==> config.mk <==
export PLATFORM = sky130hd
export DESIGN_NAME = ldbq_queue
export DESIGN_NICKNAME = d
export VERILOG_FILES = /design/src/rtl/ldbq_pkg.sv /design/src/rtl/ldbq_queue.sv
export SDC_FILE = /design/constraint.sdc
export NUM_CORES = 1
export LEC_CHECK = 0
export ABC_AREA = 1
export BUFFER_PORTS_ARGS = -buffer_cell sky130_fd_sc_hd__buf_2
export CORE_MARGIN = 2
export CORE_UTILIZATION = 55
export DETAILED_ROUTE_END_ITERATION = 7
export HOLD_SLACK_MARGIN = 0.1
export PLACE_DENSITY = 0.78
export SYNTH_ARGS = -nofsm -noshare
export SYNTH_HDL_FRONTEND = slang
export SYNTH_SLANG_ARGS = --single-unit
==> constraint.sdc <==
create_clock -name clk -period 4.13 [get_ports clk]
set_input_delay 1.239 -clock clk [delete_from_list [all_inputs] [get_ports clk]]
set_output_delay 1.239 -clock clk [all_outputs]
set_load 0.02 [all_outputs]
==> src/rtl/ldbq_pkg.sv <==
// Shared constants, command and result types, and state codes for the
// landmark distance bound query block. Depends on nothing else.
package ldbq_pkg;

    localparam int MAX_LANDMARKS = 16;
    localparam int MAX_NODES     = 1024;
    localparam int DIST_BITS     = 16;

    localparam int LM_BITS     = $clog2(MAX_LANDMARKS);
    localparam int NODE_BITS   = $clog2(MAX_NODES);
    localparam int ADDR_BITS   = LM_BITS + NODE_BITS;
    localparam int MEM_DEPTH   = MAX_LANDMARKS * MAX_NODES;
    localparam int SUM_BITS    = DIST_BITS + 1;
    localparam int COUNT_BITS  = 5;
    localparam int PROD_BITS   = SUM_BITS + DIST_BITS;
    localparam int ROOT_BITS   = (PROD_BITS + 1) / 2;
    localparam int RAD_BITS    = 2 * ROOT_BITS;
    localparam int REM_BITS    = ROOT_BITS + 2;
    localparam int STEP_BITS   = $clog2(ROOT_BITS + 1);
    localparam int QUEUE_DEPTH = 4;
    localparam int QPTR_BITS   = $clog2(QUEUE_DEPTH);

    localparam logic [SUM_BITS-1:0]   UPPER_NONE  = '1;
    localparam logic [COUNT_BITS-1:0] COUNT_RESET = COUNT_BITS'(4);
    localparam logic [COUNT_BITS-1:0] COUNT_MAX   = COUNT_BITS'(MAX_LANDMARKS);

    localparam logic OP_WRITE = 1'b0;
    localparam logic OP_QUERY = 1'b1;

    typedef enum logic {
        CMD_WRITE,
        CMD_QUERY
    } cmd_kind_t;

    typedef struct packed {
        cmd_kind_t            kind;
        logic [LM_BITS-1:0]   lm;
        logic [NODE_BITS-1:0] node_a;
        logic [NODE_BITS-1:0] node_b;
        logic [DIST_BITS-1:0] distance;
    } cmd_t;

    typedef struct packed {
        logic [SUM_BITS-1:0]  upper;
        logic [DIST_BITS-1:0] lower;
        logic [SUM_BITS-1:0]  mid;
        logic [ROOT_BITS-1:0] gmean;
        logic                 found;
    } result_t;

    typedef enum logic [2:0] {
        BK_IDLE,
        BK_SCAN,
        BK_MUL,
        BK_START,
        BK_ROOT,
        BK_DONE
    } back_state_t;

endpackage

==> src/rtl/ldbq_queue.sv <==
// Short command queue that decouples the front end from the back end.
// Depends on ldbq_pkg for the command type and depth.
module ldbq_queue (
    input  logic           clk,
    input  logic           rst_n,
    input  ldbq_pkg::cmd_t push_cmd,
    input  logic           push_valid,
    output logic           push_ready,
    output ldbq_pkg::cmd_t pop_cmd,
    output logic           pop_valid,
    input  logic           pop_ready
);
    import ldbq_pkg::*;

    cmd_t                 entries [QUEUE_DEPTH];
    logic [QPTR_BITS-1:0] wr_ptr_reg;
    logic [QPTR_BITS-1:0] wr_ptr_next;
    logic [QPTR_BITS-1:0] rd_ptr_reg;
    logic [QPTR_BITS-1:0] rd_ptr_next;
    logic [QPTR_BITS:0]   count_reg;
    logic [QPTR_BITS:0]   count_next;
    logic                 do_push;
    logic                 do_pop;

    assign push_ready = (count_reg != (QPTR_BITS+1)'(QUEUE_DEPTH));
    assign pop_valid  = (count_reg != '0);
    assign pop_cmd    = entries[rd_ptr_reg];
    assign do_push    = push_valid && push_ready;
    assign do_pop     = pop_valid && pop_ready;

    always_comb
    begin
        wr_ptr_next = do_push ? wr_ptr_reg + 1'b1 : wr_ptr_reg;
        rd_ptr_next = do_pop ? rd_ptr_reg + 1'b1 : rd_ptr_reg;
        count_next  = count_reg;
        if (do_push && !do_pop)
        begin
            count_next = count_reg + 1'b1;
        end
        else if (do_pop && !do_push)
        begin
            count_next = count_reg - 1'b1;
        end
    end

    always_ff @(posedge clk or negedge rst_n)
    begin
        if (!rst_n)
        begin
            wr_ptr_reg <= '0;
            rd_ptr_reg <= '0;
            count_reg  <= '0;
        end
        else
        begin
            wr_ptr_reg <= wr_ptr_next;
            rd_ptr_reg <= rd_ptr_next;
            count_reg  <= count_next;
        end
    end

    always_ff @(posedge clk)
    begin
        if (do_push)
        begin
            entries[wr_ptr_reg] <= push_cmd;
        end
    end

endmodule

# After elaboration in Yosys (flattened, before gate mapping)
# Memory sizes are Yosys's and may differ from the RTL's.
# Cells that the tools add are included.
[op_classes]
eq_ne = 1
reduce_logical = 8
n_mux = 4
n_addsub = 4
[ops]
columns = ["operator", "count"]
rows = [
  ["two-way mux 3 bit", 2],
  ["adder 2 x 1 -> 2 bit, second input constant", 2],
  ["logical AND 1 bit", 4],
  ["adder 3 x 1 -> 3 bit, second input constant", 1],
  ["!= test 3 bit, second input constant", 1],
  ["nonzero test 3 bit", 1],
  ["subtractor 3 x 1 -> 3 bit, second input constant", 1],
  ["logical NOT 1 bit", 2],
  ["two-way mux 1 bit", 2],
  ["nonzero test 2 bit", 1],
]
[word_totals]
memories = 1
in_bits = 45
reg_bits = 7
mem_bits_rw = 164
output_inout_bits = 43
elab_cells = 21
[mem_list]
columns = ["name", "words", "width", "rd", "rd_clocked_by_memory_dff", "write_ports", "line", "source"]
rows = [
  ["entries", 4, 41, 1, 0, 1, "ldbq_queue.sv:15", "cmd_t entries [QUEUE_DEPTH];"],
]

# Longest topological paths before layout
[logic_depth]
depth_word = 6
ltp_mapped = 12
mapped_depth_nobuf = 12

# Worst setup path before layout
# No wires, ideal clock.
[synth_path]
path_type = "input to register"
startpoint = "input port push_valid"
endpoint = "memory entries[0][0] (netlist bit) (enable)"
path_buffers = 0
arrival_ns = 3.123
cell_stages = 2
path_slack_ns = 0.567
required_time_ns = 3.690
setup_ns = 0.440
cell_sequence = "nand2_1 -> nor2_1"
[synth_via]
elab_chain_len = 3
[synth_lines]
columns = ["element", "line", "source"]
rows = [
  ["start, declared", "ldbq_queue.sv:7", "input logic push_valid,"],
  ["logical AND 1 bit", "ldbq_queue.sv:28", "assign do_push = push_valid && push_ready;"],
  ["two-way mux 1 bit", "ldbq_queue.sv:64", "if (do_push)"],
  ["two-way mux 1 bit (not written as such)", "ldbq_queue.sv:66", "entries[wr_ptr_reg] <= push_cmd;"],
  ["end, declared", "ldbq_queue.sv:15", ""],
]
# Every way passes these cells.

==> results.yml <==
layout:
  largest_reg_flops: 164
  nFillCells: 873
  nNetsFinal: 678
  drive_above_1_share: 0.222
  fin_util: 0.657
  area_growth_pct: 17.2
  post_layout_nonfiller_instances: 813
pwr:
  p_int_uw: 4150
  switchingPower_uw: 2260
  swShare: 0.353
  pwr-share-seq: 0.373
  max-vdd-ir-drop_uv: 473
  p_leak_uw: 0.00341
  clkPwrFrac: 0.281
  p_per_area_mw_per_mm2: 776
  pwr-share-comb: 0.347
synthesis:
  synth_cell_types: 18
  synthCells: 538
  yosys-top-cells-count: "edfxtp_1, nand2_1, inv_1, o211ai_1, buf_6"
  synth_top_area_frac: 0.699
  synth_top_area_cell: "edfxtp_1"
  synth_most_common_cell: "edfxtp_1"
  postSynthAreaPerCell_sq_um: 13.1
  synth_area_leaders: "edfxtp_1, o211ai_1, nand2_1"
  yosys_warnings: 0
  yosysSeqAreaShare: 0.723
  syn-num-nets: 589
  netlist_area_sq_mm: 0.00705
  synth_flop_cell: "edfxtp_1"
  synth_edf_count: 164
  synth-async-reset-ratio: 0.0409
  synth-seq-cells: 171
floorplan:
  rows: 41
  io_pins: 88
  dieArea_sq_mm: 0.0137
  coreArea_sq_mm: 0.0126
  die_w_um: 117
  die_h_um: 117
  initial_core_util: 0.561
sta:
  setup_viol: 0
  relSlewSlack: 0.567
  slew_violations: 0
  finalCritPeriodShare: 0.785
  hold_viol_final: 0
  worst_pin_slew_ns: 0.649
  rsz0062_at_grt: "no"
  period_needed_ns: 3.24
  fin_tns_setup_ns: 0
  fmax_mhz: 308
  fin_worst_skew_ns: 0.00581
setup_path:
  crit_family: "buffers and inverters"
  critPathLaunchType: "register"
  cp_num_buf_inv: 3
  r2r_slack_ns: 2.00
  end_kind: "output port"
  slowest_delay_ns: 0.42
  crit_fanout: 44
  critPathArrivalTime_ns: 2.00
  cpMaxStageDelayCell: "dfrtp_1"
  crit_required_ns: 2.89
  path_cells: "inv_4 > buf_4 > nand2_1 > o211ai_1 > nand2_1 > buf_2"
  cp_common_cell: "nand2_1"
  path_class: "register to output port"
cts:
  cts_sinks: 171
  cts_tree: "done"
  post_cts_buffers: 0
  cts_resized: 0
  cts-root-buf: "clkbuf_16"
  insertion_delay_ns: 0.42
  cts_hold_buf: 0
  htreeDepth: 4
  clkTransAtPathRegs_ns: 0.06
  cts.path.max_buffers: 2
  cts_buffers: 17
worst_hold_path:
  hold_path_class: "register to register"
routing:
  firstDrtPassIters: 4
  wl_per_cell_um: 15.4
  drtIter0Drc: 242
  vias: 4107
  vias_per_cell: 5.05
  final_antenna_net_count: 0
  drc_errors: 0
  drt-total-wl_mm: 12.6
global_route:
  grt_pass1_wl_mm: 19.5
  grt_overflow: 0
  antenna_found_initial: 2
  grt_max_degree: 62
  gr-usage-all-layers: 0.195
  grt_pass1_vias: 4023
run_status:
  status: "completed"
place:
  place_hpwl_mm: 7.29
  dp_cells: 780
  place.gp.congestion: 0.757
  portBuffers: 87
run:
  maxCapViolCount: 0
## metrics by stage
stage	total power, uW	hold slack, ns	instance area [sq um]	setup slack, ns
after floorplan	4090	0.463	7050	0.567
after CTS	6470	0.516	8260	0.854
after detailed placement	4670	0.497	7580	1.33
after global routing	6770	0.560	8260	0.701
after global placement	4590	0.481	7580	1.36
final	6410	0.516	8260	0.887
## layout by cell type, fill, tap and decap left out
master      instances
inv_4               1
inv_6               1
inv_1              96
clkbuf_1            2
ha_1                5
clkbuf_16          17
nand2_1           140
xnor2_1             1
bufinv_16           7
fa_1                1
inv_2               1
nand3_1             7
dfrtp_2             1
edfxtp_1          164
diode_2             1
dfrtp_1             6
o211ai_1           73
buf_2              87
nand4_1             1
buf_4               9
o211ai_2            9
clkinv_1            1
buf_12              1
o21ai_0             1
clkinv_2            3
nor2_4              4
clkinvlp_4          1
## worst paths after layout
check / cells past startpoint / start / end
min in group asynchronous: 1 / rst_n / wr_ptr_reg[0]
max reg2reg: 9 / count_reg[0] / count_reg[1]
min: 2 / count_reg[2] / count_reg[2]
max: 6 / rd_ptr_reg[0] / pop_cmd[7]
max in group asynchronous: 1 / rst_n / rd_ptr_reg[1]
min reg2reg: 2 / count_reg[2] / count_reg[2]
## routing by layer
metal	up-vias	track usage	wire length, um
li1	2038	-	-
met1	1932	0.221	5230
met4	2	0.0949	291
met5	-	0	13
met2	112	0.334	6330
met3	23	0.0613	687
## kinds of logic after synthesis
logic type      count (synthesis)  synth area share
simple gates                  152            0.0825
fa+ha+maj                       6            0.0117
flops                         171             0.723
xor+xnor                        1           0.00124
compound gates                 83            0.0944
buf+inv                       125            0.0866
## tightest hold or removal path: stages, from the launching register on
cell and delay, ns:
dfrtp_1 0.37, nand2_1 0.07, nand2_1 0.05
## final cells by class
type	count	area, sq um	area share
Antenna cell	1	2.50	0.000303
Timing Repair Buffer	97	523	0.0633
Tap cell	172	215	0.0261
Inverter	98	370	0.0448
Clock inverter	13	245	0.0297
Multi-Input combinational cell	242	1370	0.166
Sequential cell	171	5100	0.618
Clock buffer	19	433	0.0524
## power by group through the flow
stage	Clock (uW)	Combinational, uW	Sequential [uW]
after floorplan	0	1680	2410
after detailed placement	0	2250	2420
after global placement	0	2180	2410
after CTS	1820	2260	2390
final	1800	2220	2390
after global routing	1880	2470	2420
No activity file was read; power rests on OpenSTA's default activity.
