**src/rtl/ldbq_pkg.sv**
```systemverilog
// Shared constants, command and result types, and state codes for the
// landmark distance bound query block. Depends on nothing else.
package ldbq_pkg;

    localparam int MAX_LANDMARKS = 16;
    localparam int MAX_NODES     = 1024;
    localparam int DIST_BITS     = 16;

    localparam int LM_BITS     = $clog2(MAX_LANDMARKS);
    localparam int NODE_BITS   = $clog2(MAX_NODES);
    localparam int ADDR_BITS   = LM_BITS + NODE_BITS;
    localparam int MEM_DEPTH   = MAX_LANDMARKS * MAX_NODES;
    localparam int SUM_BITS    = DIST_BITS + 1;
    localparam int COUNT_BITS  = 5;
    localparam int PROD_BITS   = SUM_BITS + DIST_BITS;
    localparam int ROOT_BITS   = (PROD_BITS + 1) / 2;
    localparam int RAD_BITS    = 2 * ROOT_BITS;
    localparam int REM_BITS    = ROOT_BITS + 2;
    localparam int STEP_BITS   = $clog2(ROOT_BITS + 1);
    localparam int QUEUE_DEPTH = 4;
    localparam int QPTR_BITS   = $clog2(QUEUE_DEPTH);

    localparam logic [SUM_BITS-1:0]   UPPER_NONE  = '1;
    localparam logic [COUNT_BITS-1:0] COUNT_RESET = COUNT_BITS'(4);
    localparam logic [COUNT_BITS-1:0] COUNT_MAX   = COUNT_BITS'(MAX_LANDMARKS);

    localparam logic OP_WRITE = 1'b0;
    localparam logic OP_QUERY = 1'b1;

    typedef enum logic {
        CMD_WRITE,
        CMD_QUERY
    } cmd_kind_t;

    typedef struct packed {
        cmd_kind_t            kind;
        logic [LM_BITS-1:0]   lm;
        logic [NODE_BITS-1:0] node_a;
        logic [NODE_BITS-1:0] node_b;
        logic [DIST_BITS-1:0] distance;
    } cmd_t;

    typedef struct packed {
        logic [SUM_BITS-1:0]  upper;
        logic [DIST_BITS-1:0] lower;
        logic [SUM_BITS-1:0]  mid;
        logic [ROOT_BITS-1:0] gmean;
        logic                 found;
    } result_t;

    typedef enum logic [2:0] {
        BK_IDLE,
        BK_SCAN,
        BK_MUL,
        BK_START,
        BK_ROOT,
        BK_DONE
    } back_state_t;

endpackage

```
**src/rtl/ldbq_if.sv**
```systemverilog
// Valid/ready channel interfaces for input items and result items.
// Depends on ldbq_pkg for the field widths.
interface ldbq_item_if;
    import ldbq_pkg::*;
    logic                 valid;
    logic                 ready;
    logic                 opcode;
    logic [LM_BITS-1:0]   landmark_index;
    logic [NODE_BITS-1:0] node_a;
    logic [NODE_BITS-1:0] node_b;
    logic [DIST_BITS-1:0] distance;

    modport source (output valid, opcode, landmark_index, node_a, node_b, distance,
                    input ready);
    modport sink (input valid, opcode, landmark_index, node_a, node_b, distance,
                  output ready);
endinterface


```
**src/rtl/ldbq_front.sv**
```systemverilog
// Front end: accepts input beats, classifies them into write or query commands
// and offers them to the command queue. Depends on ldbq_pkg and ldbq_if.
module ldbq_front (
    input  logic           clk,
    input  logic           rst_n,
    ldbq_item_if.sink      item,
    output ldbq_pkg::cmd_t push_cmd,
    output logic           push_valid,
    input  logic           push_ready
);
    import ldbq_pkg::*;

    logic hold_valid_reg;
    logic hold_valid_next;
    cmd_t cmd_reg;
    cmd_t cmd_next;
    logic take;

    assign item.ready = !hold_valid_reg || push_ready;
    assign take       = item.valid && item.ready;
    assign push_valid = hold_valid_reg;
    assign push_cmd   = cmd_reg;

    always_comb
    begin
        cmd_next.kind     = (item.opcode == OP_QUERY) ? CMD_QUERY : CMD_WRITE;
        cmd_next.lm       = item.landmark_index;
        cmd_next.node_a   = item.node_a;
        cmd_next.node_b   = item.node_b;
        cmd_next.distance = item.distance;
        hold_valid_next   = take || (hold_valid_reg && !push_ready);
    end

    always_ff @(posedge clk or negedge rst_n)
    begin
        if (!rst_n)
        begin
            hold_valid_reg <= 1'b0;
        end
        else
        begin
            hold_valid_reg <= hold_valid_next;
        end
    end

    always_ff @(posedge clk)
    begin
        if (take)
        begin
            cmd_reg <= cmd_next;
        end
    end

endmodule

```
**src/flat_wrapper.sv**
```systemverilog
// flat-port wrapper written by rule: the top's interface ports become plain ports
module ldbq_front_flat import ldbq_pkg::*;
  (clk, rst_n, push_cmd, push_valid, push_ready, item_valid, item_opcode, item_landmark_index, item_node_a, item_node_b, item_distance, item_ready);
  ldbq_item_if item_i ();
  input  logic clk;
  input  logic rst_n;
  output ldbq_pkg::cmd_t push_cmd;
  output logic push_valid;
  input  logic push_ready;
  input wire logic [$bits(item_i.valid)-1:0] item_valid;
  input wire logic [$bits(item_i.opcode)-1:0] item_opcode;
  input wire logic [$bits(item_i.landmark_index)-1:0] item_landmark_index;
  input wire logic [$bits(item_i.node_a)-1:0] item_node_a;
  input wire logic [$bits(item_i.node_b)-1:0] item_node_b;
  input wire logic [$bits(item_i.distance)-1:0] item_distance;
  output wire logic [$bits(item_i.ready)-1:0] item_ready;
  assign item_i.valid = item_valid;
  assign item_i.opcode = item_opcode;
  assign item_i.landmark_index = item_landmark_index;
  assign item_i.node_a = item_node_a;
  assign item_i.node_b = item_node_b;
  assign item_i.distance = item_distance;
  assign item_ready = item_i.ready;
  ldbq_front u_core (.clk(clk), .rst_n(rst_n), .item(item_i), .push_cmd(push_cmd), .push_valid(push_valid), .push_ready(push_ready));
endmodule
```
**config.mk**
```make
export PLATFORM = sky130hd
export DESIGN_NAME = ldbq_front_flat
export DESIGN_NICKNAME = d
export VERILOG_FILES = /design/src/rtl/ldbq_pkg.sv /design/src/rtl/ldbq_if.sv /design/src/rtl/ldbq_front.sv /design/src/flat_wrapper.sv
export SDC_FILE = /design/constraint.sdc
export NUM_CORES = 1
export LEC_CHECK = 0
export ABC_AREA = 1
export BUFFER_PORTS_ARGS = -buffer_cell sky130_fd_sc_hd__buf_2
export CAP_MARGIN = 40
export CORE_MARGIN = 2
export CORE_UTILIZATION = 43
export DETAILED_ROUTE_END_ITERATION = 8
export PLACE_DENSITY_LB_ADDON = 0.1
export SLEW_MARGIN = 20
export SYNTH_ARGS = -nofsm -noshare
export SYNTH_HDL_FRONTEND = slang
export SYNTH_SLANG_ARGS = --single-unit
```
**constraint.sdc**
```tcl
create_clock -name clk -period 4.7 [get_ports clk]
set_clock_uncertainty 0.1 [all_clocks]
set_input_delay 0.705 -clock clk [delete_from_list [all_inputs] [get_ports clk]]
set_output_delay 0.705 -clock clk [all_outputs]
set_load 0.03 [all_outputs]
```
After elaboration in Yosys (flattened, before gate mapping)
Index checks and enable logic that the tools add are counted. Widths: inputs -> output; s select.

Register bits after elaboration: 42. Input port bits: 45. Output and inout bits: 43. Word-level logic and storage cells: 13.

Muxes and demuxes: 1. Reduce and logical (&&, ||, !) cells: 6.

Operators with widths (count): $logic_and 1x1->1 (2); $logic_not 1->1 (2); $logic_or 1x1->1 (2); $mux 1 (1).

Depth between registers and ports, before layout
Gate-level depths: netlist (run 1).

Depth after elaboration: 4. Gate-level depth with buffers: 3. Depth with buffers taken out: 3.

Least setup slack after synthesis (run 1)
OpenSTA, ideal clock, no wires.

Path type: input-to-reg. Start point: in item_valid. End point: reg u_core.cmd_reg, in the netlist u_core.push_cmd[0] (enable). Library setup time: 453 ps. Arrival time: 2755 ps. Required time: 4147 ps. Setup slack: 1392 ps. Stages on the path: 2. Path buffers: 0. Cells stage by stage: inv_1 a21oi_1.

Word-level cells in the longest chain between the ends: 1.

RTL lines: from (decl) (line flat_wrapper.sv:10) `input wire logic [$bits(item_i.valid)-1:0] item_valid;`; $logic_and 1x1->1 (line ldbq_front.sv:20) `assign take = item.valid && item.ready;`; named net u_core.take (line ldbq_front.sv:17) `logic take;`; to (signal assigned) (line ldbq_front.sv:50) `cmd_reg <= cmd_next;`; to (decl) (line ldbq_front.sv:15) `cmd_t cmd_reg;`.

The timed path passes the listed nets, and every way through them passes these cells. A chain may end at the register's enable or synchronous reset.

Final worst setup path (run 1)
Start point: in push_ready. End point: out item_ready.

Word-level cells in the longest chain between the ends: 1.

RTL lines: from (decl) (line flat_wrapper.sv:9) `input logic push_ready;`; $logic_or 1x1->1 (line ldbq_front.sv:19) `assign item.ready = !hold_valid_reg || push_ready;`; to (decl) (line flat_wrapper.sv:16) `output wire logic [$bits(item_i.ready)-1:0] item_ready;`.

No other way between the ends.

==> results of run 1 <==
[timing repair]
action	4_1_cts	5_1_grt
endpoints found under the hold margin	0	1
hold buffers	0	1
resized for setup	0	0
[synthesized netlist by cell type (all sizes together)]
master	instances	area, sq um
dfrtp	1	25.0
edfxtp	41	1230
inv	2	7.51
a21oi	1	5.00
nand2	2	7.51
[worst max-delay path, cell delays in order]
cell     delay, ps
buf_2          100
inv_1          100
nand2_1         90
buf_2          190
[power groups by stage]
stage          sequential (uW)  combinational (uW)  clock [uW]
2_1_floorplan              492                8.85           0
3_3_place_gp               449                88.2           0
3_5_place_dp               449                93.8           0
4_1_cts                    440                94.0         224
5_1_grt                    442                99.3         237
6_report                   440                93.1         215
[metal layers]
metal	up-vias	GRT usage [%]	share of wire [%]
met2	48	26.2	55
met4	0	6.98	1.4
li1	375	-	-
met1	374	15.4	32
met3	5	5.49	11
met5	-	0	0
[layout make-up]
| type | instances | area (sq um) |
|---|---|---|
| Timing Repair Buffer | 89 | 473 |
| Multi-Input combinational cell | 3 | 23.8 |
| Tap cell | 31 | 38.8 |
| Sequential cell | 42 | 1260 |
| Clock buffer | 5 | 37.5 |
| Inverter | 2 | 7.51 |
| Clock inverter | 3 | 40.0 |
| Fill cell | 214 | 905 |
[placed cells by master (no fill, tap or decap)]
cell           synthesis  layout
buf_2                  0      87
edfxtp_1              41      41
dlygate4sd3_1          0       1
dfrtp_1                1       1
inv_1                  2       2
clkbuf_4               0       5
buf_16                 0       1
bufinv_16              0       1
a21oi_4                0       1
nand2_1                2       2
clkinv_2               0       2
[state kept, by name, indices dropped and copies added (netlist names)]
register           count
u_core.push_cmd       41
u_core.push_valid      1
[worst max-delay path by stage]
stage | endpoint | slack (ps) | cells past startpoint
floorplan | u_core.push_cmd[0]$_DFFE_PP_ | 1390 | 2
global placement | u_core.push_cmd[0]$_DFFE_PP_ | 2440 | 3
detailed placement | u_core.push_cmd[22]$_DFFE_PP_ | 2620 | 4
CTS | item_ready | 2700 | 4
global route | item_ready | 2680 | 4
finish | item_ready | 2710 | 4
[through the flow]
step,instances,power [uW],worst slack (ps)
2_1_floorplan,47,501,1390
3_3_place_gp,165,537,2440
3_5_place_dp,166,543,2620
4_1_cts,174,758,2700
5_1_grt,175,779,2680
6_report,175,748,2710
[cell families after synthesis]
group | Yosys count
buffers and inverters | 2
AND/OR/NAND/NOR | 2
flip-flops | 42
AO/OA/AOI/OAI | 1
==> flow_metrics.env, run 1 <==
export IMPL_status="finished, final reports clean"
export IMPL_yosys_warnings=0
export IMPL_grt_pass1_wl_um=3540
export IMPL_dr_pass1_iters=4
export IMPL_synth_compound_area_share_pct=0.392
export IMPL_cellLeakagePower_uw=0.000823
export IMPL_cts_tree="yes"
export IMPL_syn_area_per_cell_sq_um=27.2
export IMPL_crit_fanout=2
export IMPL_drc_errors=0
export IMPL_min_period_ps=1990
export IMPL_antenna_found_initial=0
export IMPL_cts_buffers=5
export IMPL_place_area_sq_um=1790
export IMPL_maxSlewViolCount=0
export IMPL_peakVddDrop_mv=0.297
export IMPL_dieArea_sq_um=3420
export IMPL_grt_pass1_vias=808
export IMPL_synthDistinctLibCells=5
export IMPL_area_growth_synth_to_final_pct=47.1
export IMPL_drive_gt1_share_pct=67.4
export IMPL_fp_dieW_um=58.5
export IMPL_gp_congestion=0.635
export IMPL_arrival_ps=1190
export IMPL_hold_class="primary input to flop"
export IMPL_die_h_um=58.5
export IMPL_grt_overflow=0
export IMPL_synthAdderAreaFrac_pct=0
export IMPL_initial_core_util_pct=45.9
export IMPL_synthXorXnorAreaFrac_pct=0
export IMPL_setup_viol_count_final=0
export IMPL_drt_total_wl_um=2300
export IMPL_seqPwrFrac_pct=58.8
export IMPL_track_usage_pct=14.8
export IMPL_nets=188
export IMPL_post_cts_buffers=0
export IMPL_reg2regPathDepth=2
export IMPL_hold_violations=0
export IMPL_combPwrFrac_pct=12.4
export IMPL_p_switching_uw=173
export IMPL_synth_cells=47
export IMPL_holdWs_ps=435
export IMPL_rrSetupSlack_ps=3060
export IMPL_yosys_mux_area_fraction_pct=0
export IMPL_wl_per_cell_um=13.1
export IMPL_vias=802
export IMPL_portBuffers=87
export IMPL_cts_path_max_buffers=2
export IMPL_hold_path_depth=1
export IMPL_ys_ff_latch=42
export IMPL_synth_seq_area_share_pct=98.4
export IMPL_postLayoutCellArea_sq_um=1880
export IMPL_synthesis_area_sq_um=1280
export IMPL_min_to="u_core.push_cmd[39]$_DFFE_PP_"
export IMPL_min_from="item_landmark_index[3]"
export IMPL_synth_top_family_by_area="buffers and inverters"
export IMPL_antennaDiodeCount=0
export IMPL_r2r_start="u_core.push_valid$_DFF_PN0_"
export IMPL_vias_per_cell=4.58
export IMPL_clk_pin_slew_ps=110
export IMPL_final_core_util_pct=67.5
export IMPL_worst_ep_required_time_ps=3890
export IMPL_detail_route_antenna_nets=0
export IMPL_crit_type="primary input to output pin"
export IMPL_clockRootBuffer="clkbuf_4"
export IMPL_clock_latency_ps=330
export IMPL_io_pins=88
export IMPL_p_sw_share_pct=23.1
export IMPL_clkSinkCount=42
export IMPL_max_slew_worst_pin_slew_ps=671
export IMPL_relSlewSlack_pct=55.2
export IMPL_clkPwrFrac_pct=28.8
export IMPL_fin_setup_tns_ps=0
export IMPL_htreeDepth=2
export IMPL_grt_max_degree=24
export IMPL_powerDensity_nw_per_um2=399
export IMPL_synthSimpleGateAreaFrac_pct=0.588
export IMPL_fmax_mhz=502
export IMPL_cp_end_kind="output pin"
export IMPL_startpoint_type="primary input"
export IMPL_rsz0062_at_grt="false"
export IMPL_maxCapViolCount=0
export IMPL_internal_power_uw=576
export IMPL_crit_start="push_ready"
export IMPL_core_sq_um=2780
export IMPL_fin_crit_sh_pct=42.4
export IMPL_worstReg2RegEnd="u_core.push_cmd[22]$_DFFE_PP_"
export IMPL_synth_fp_nets=92
export IMPL_num_rows=19
export IMPL_initialDrtViolationCount=7
Power figures use the tool's default switching activity.
==> run 2, diff against run 1 <==
- ABC_AREA: 1 -> 0
- CORE_UTILIZATION: 43 -> 40
- clock period: 4.7 -> 2 ns (I/O delays scaled with it)
==> run 2 against run 1 <==
Die area increased by 7.7%. Largest power group unchanged. Area after synthesis is 0.69% higher. Register-to-register slack worse by 2500 ps. Power is 120% higher. First-iteration DRC count fell by 14%.
==> flow_metrics.env, run 2 <==
export IMPL_min_period_ps=1440
export IMPL_portBuffers=87
export IMPL_vias_per_cell=4.21
export IMPL_worst_ep_required_time_ps=1890
export IMPL_place_ws_ps=540
export IMPL_crit_chain="nand2b_4 -> and2_4"
export IMPL_drc_errors=0
export IMPL_min_to="u_core.push_cmd[30]$_DFFE_PP_"
export IMPL_grt_max_degree=42
export IMPL_reg2regPathDepth=2
export IMPL_hold_path_depth=1
export IMPL_drive_gt1_share_pct=60.9
export IMPL_cts_path_max_buffers=2
export IMPL_instances_no_fill=200
export IMPL_largest_register_ffs=41
export IMPL_track_usage_pct=12.5
export IMPL_crit_buf_inv=0
export IMPL_initialDrtViolationCount=6
export IMPL_rsz0062_at_grt="false"
export IMPL_arrival_ps=1330
export IMPL_synth_enable_flop_cells=41
export IMPL_final_common_cell="buf_2"
export IMPL_netlist_area_leader_share_pct=95.8
export IMPL_fin_setup_tns_ps=0
export IMPL_status="finished, final reports clean"
export IMPL_initial_core_util_pct=42.1
export IMPL_max_slew_worst_pin_slew_ps=516
export IMPL_grt_overflow=0
export IMPL_post_cts_buffers=0
export IMPL_slowest_stage="and2_4"
export IMPL_yosys_warnings=0
export IMPL_maxCapViolCount=0
export IMPL_synth_cells=45
export IMPL_cts_tree="yes"
export IMPL_syn_area_per_cell_sq_um=28.6
export IMPL_netlist_top_cells_area="edfxtp_1, dfrtp_1, nand2b_4"
export IMPL_crit_fanout=41
export IMPL_synth_most_common_cell="edfxtp_1"
export IMPL_detail_route_antenna_nets=0
export IMPL_core_sq_um=3050
export IMPL_startpoint_type="flop"
export IMPL_fmax_mhz=694
export IMPL_hold_class="primary input to flop"
export IMPL_io_pins=88
export IMPL_clk_pin_slew_ps=110
export IMPL_clkSinkCount=42
export IMPL_dieArea_sq_um=3680
export IMPL_powerDensity_nw_per_um2=829
export IMPL_hold_violations=0
export IMPL_clockRootBuffer="clkbuf_4"
export IMPL_peakVddDrop_mv=0.505
export IMPL_clock_latency_ps=340
export IMPL_grt_pass1_wl_um=3040
export IMPL_crit_type="flop to flop"
export IMPL_die_h_um=60.7
export IMPL_r2r_start="u_core.push_valid$_DFF_PN0_"
export IMPL_worstReg2RegEnd="u_core.push_cmd[12]$_DFFE_PP_"
export IMPL_cts_buffers=5
export IMPL_dr_pass1_iters=2
export IMPL_drt_total_wl_um=2420
export IMPL_worst_slack_ps=559
export IMPL_synth_top_cell_by_area="edfxtp_1"
export IMPL_place_hpwl_um=1560
export IMPL_mostFrequentLayoutCells="buf_2, edfxtp_1, dlygate4sd3_1"
export IMPL_synth_fp_nets=90
export IMPL_antenna_found_initial=0
export IMPL_wl_per_cell_um=12.1
export IMPL_maxSlewViolCount=0
export IMPL_vias=841
export IMPL_fill_cells=244
export IMPL_antennaDiodeCount=0
export IMPL_relSlewSlack_pct=65.6
export IMPL_slowest_delay_ps=480
export IMPL_synth_ff_type="edfxtp_1"
export IMPL_grt_pass1_vias=664
export IMPL_setup_viol_count_final=0
export IMPL_nets=200
export IMPL_cellLeakagePower_uw=0.000855
export IMPL_synth_seq_area_share_pct=97.8
export IMPL_post_cts_resize_count=0
export IMPL_synthDistinctLibCells=5
export IMPL_fin_crit_sh_pct=72.0
export IMPL_critical_path_top_delay_family="simple AND/OR/NAND/NOR gates"
export IMPL_area_growth_synth_to_final_pct=54.5
export IMPL_dp_cells=176
export IMPL_htreeDepth=2
export IMPL_synth_common_cells="edfxtp_1, and2_4, dfrtp_1, nand2b_1, nand2b_4"
export IMPL_rrSetupSlack_ps=560
export IMPL_synthArstFlopShare_pct=2.38
export IMPL_synthesis_area_sq_um=1280
export IMPL_num_rows=20
export IMPL_ys_ff_latch=42
export IMPL_cp_end_kind="flop"
export IMPL_hold_buffers=3
export IMPL_gp_congestion=0.667
export IMPL_fp_dieW_um=60.7
export IMPL_min_from="item_node_a[4]"
==> run 2: cell types whose count changed after synthesis, sizes merged <==
cell,change
and2,+1
nand2b,+2
nand2,-2
a21oi,-1
inv,-2
==> run 2: per-stage QoR <==
stage / area [sq um] / total power [uW] / hold slack, ps / utilization, %
CTS: 1860 / 1650 / 4.86 / 60.8
finish: 1990 / 1650 / 28.2 / 65.0
global placement: 1780 / 1260 / -24.6 / 58.2
floorplan: 1280 / 1180 / -95.6 / -
detailed placement: 1780 / 1260 / -23.9 / 58.2
global route: 1990 / 1720 / 0.592 / 65.0
==> run 2: layout make-up <==
cell class,count,area (sq um),area share [%]
clock buffers,6,41.3,2.08
flip-flops and latches,42,1260,63.3
multi-input cells,3,28.8,1.45
clock inverters,2,8.76,0.441
repair buffers,103,596,30.0
well taps,44,55.1,2.77
==> run 2: logic make-up after synthesis <==
kind of cell,after synthesis,synth area share (%)
AND/OR/NAND/NOR,3,2.24
flip-flops,42,97.8
==> run 2: metal layers <==
| layer | part of all wire (%) | GRT usage, % |
|---|---|---|
| met2 | 48 | 17.8 |
| met5 | 0 | 0 |
| met4 | 2.0 | 7.45 |
| met3 | 13 | 7.89 |
| met1 | 37 | 14.3 |
==> run 2: worst register-to-register path, cell delays in order (launching register included) <==
cell and delay [ps]:
dfrtp_1 420, nand2b_4 80, and2_4 480
==> run 2: worst max-delay path by stage <==
stage / start / end / slack (ps) / depth (start not counted)
6_report: u_core.push_valid$_DFF_PN0_ / u_core.push_cmd[12]$_DFFE_PP_ / 560 / 2
3_5_place_dp: push_ready / u_core.push_cmd[9]$_DFFE_PP_ / 540 / 3
5_1_grt: u_core.push_valid$_DFF_PN0_ / u_core.push_cmd[19]$_DFFE_PP_ / 500 / 2
2_1_floorplan: u_core.push_valid$_DFF_PN0_ / u_core.push_cmd[0]$_DFFE_PP_ / 450 / 2
3_3_place_gp: push_ready / u_core.push_cmd[4]$_DFFE_PP_ / 560 / 3
4_1_cts: u_core.push_valid$_DFF_PN0_ / item_ready / 540 / 2
==> run 2: power by group <==
part           leakage (uW)  internal (uW)  switching, uW  total, uW
sequential         0.000401           1020           11.4       1030
clock             0.0000297            132            246        378
combinational      0.000424           84.9            148        233
total              0.000855           1240            405       1650
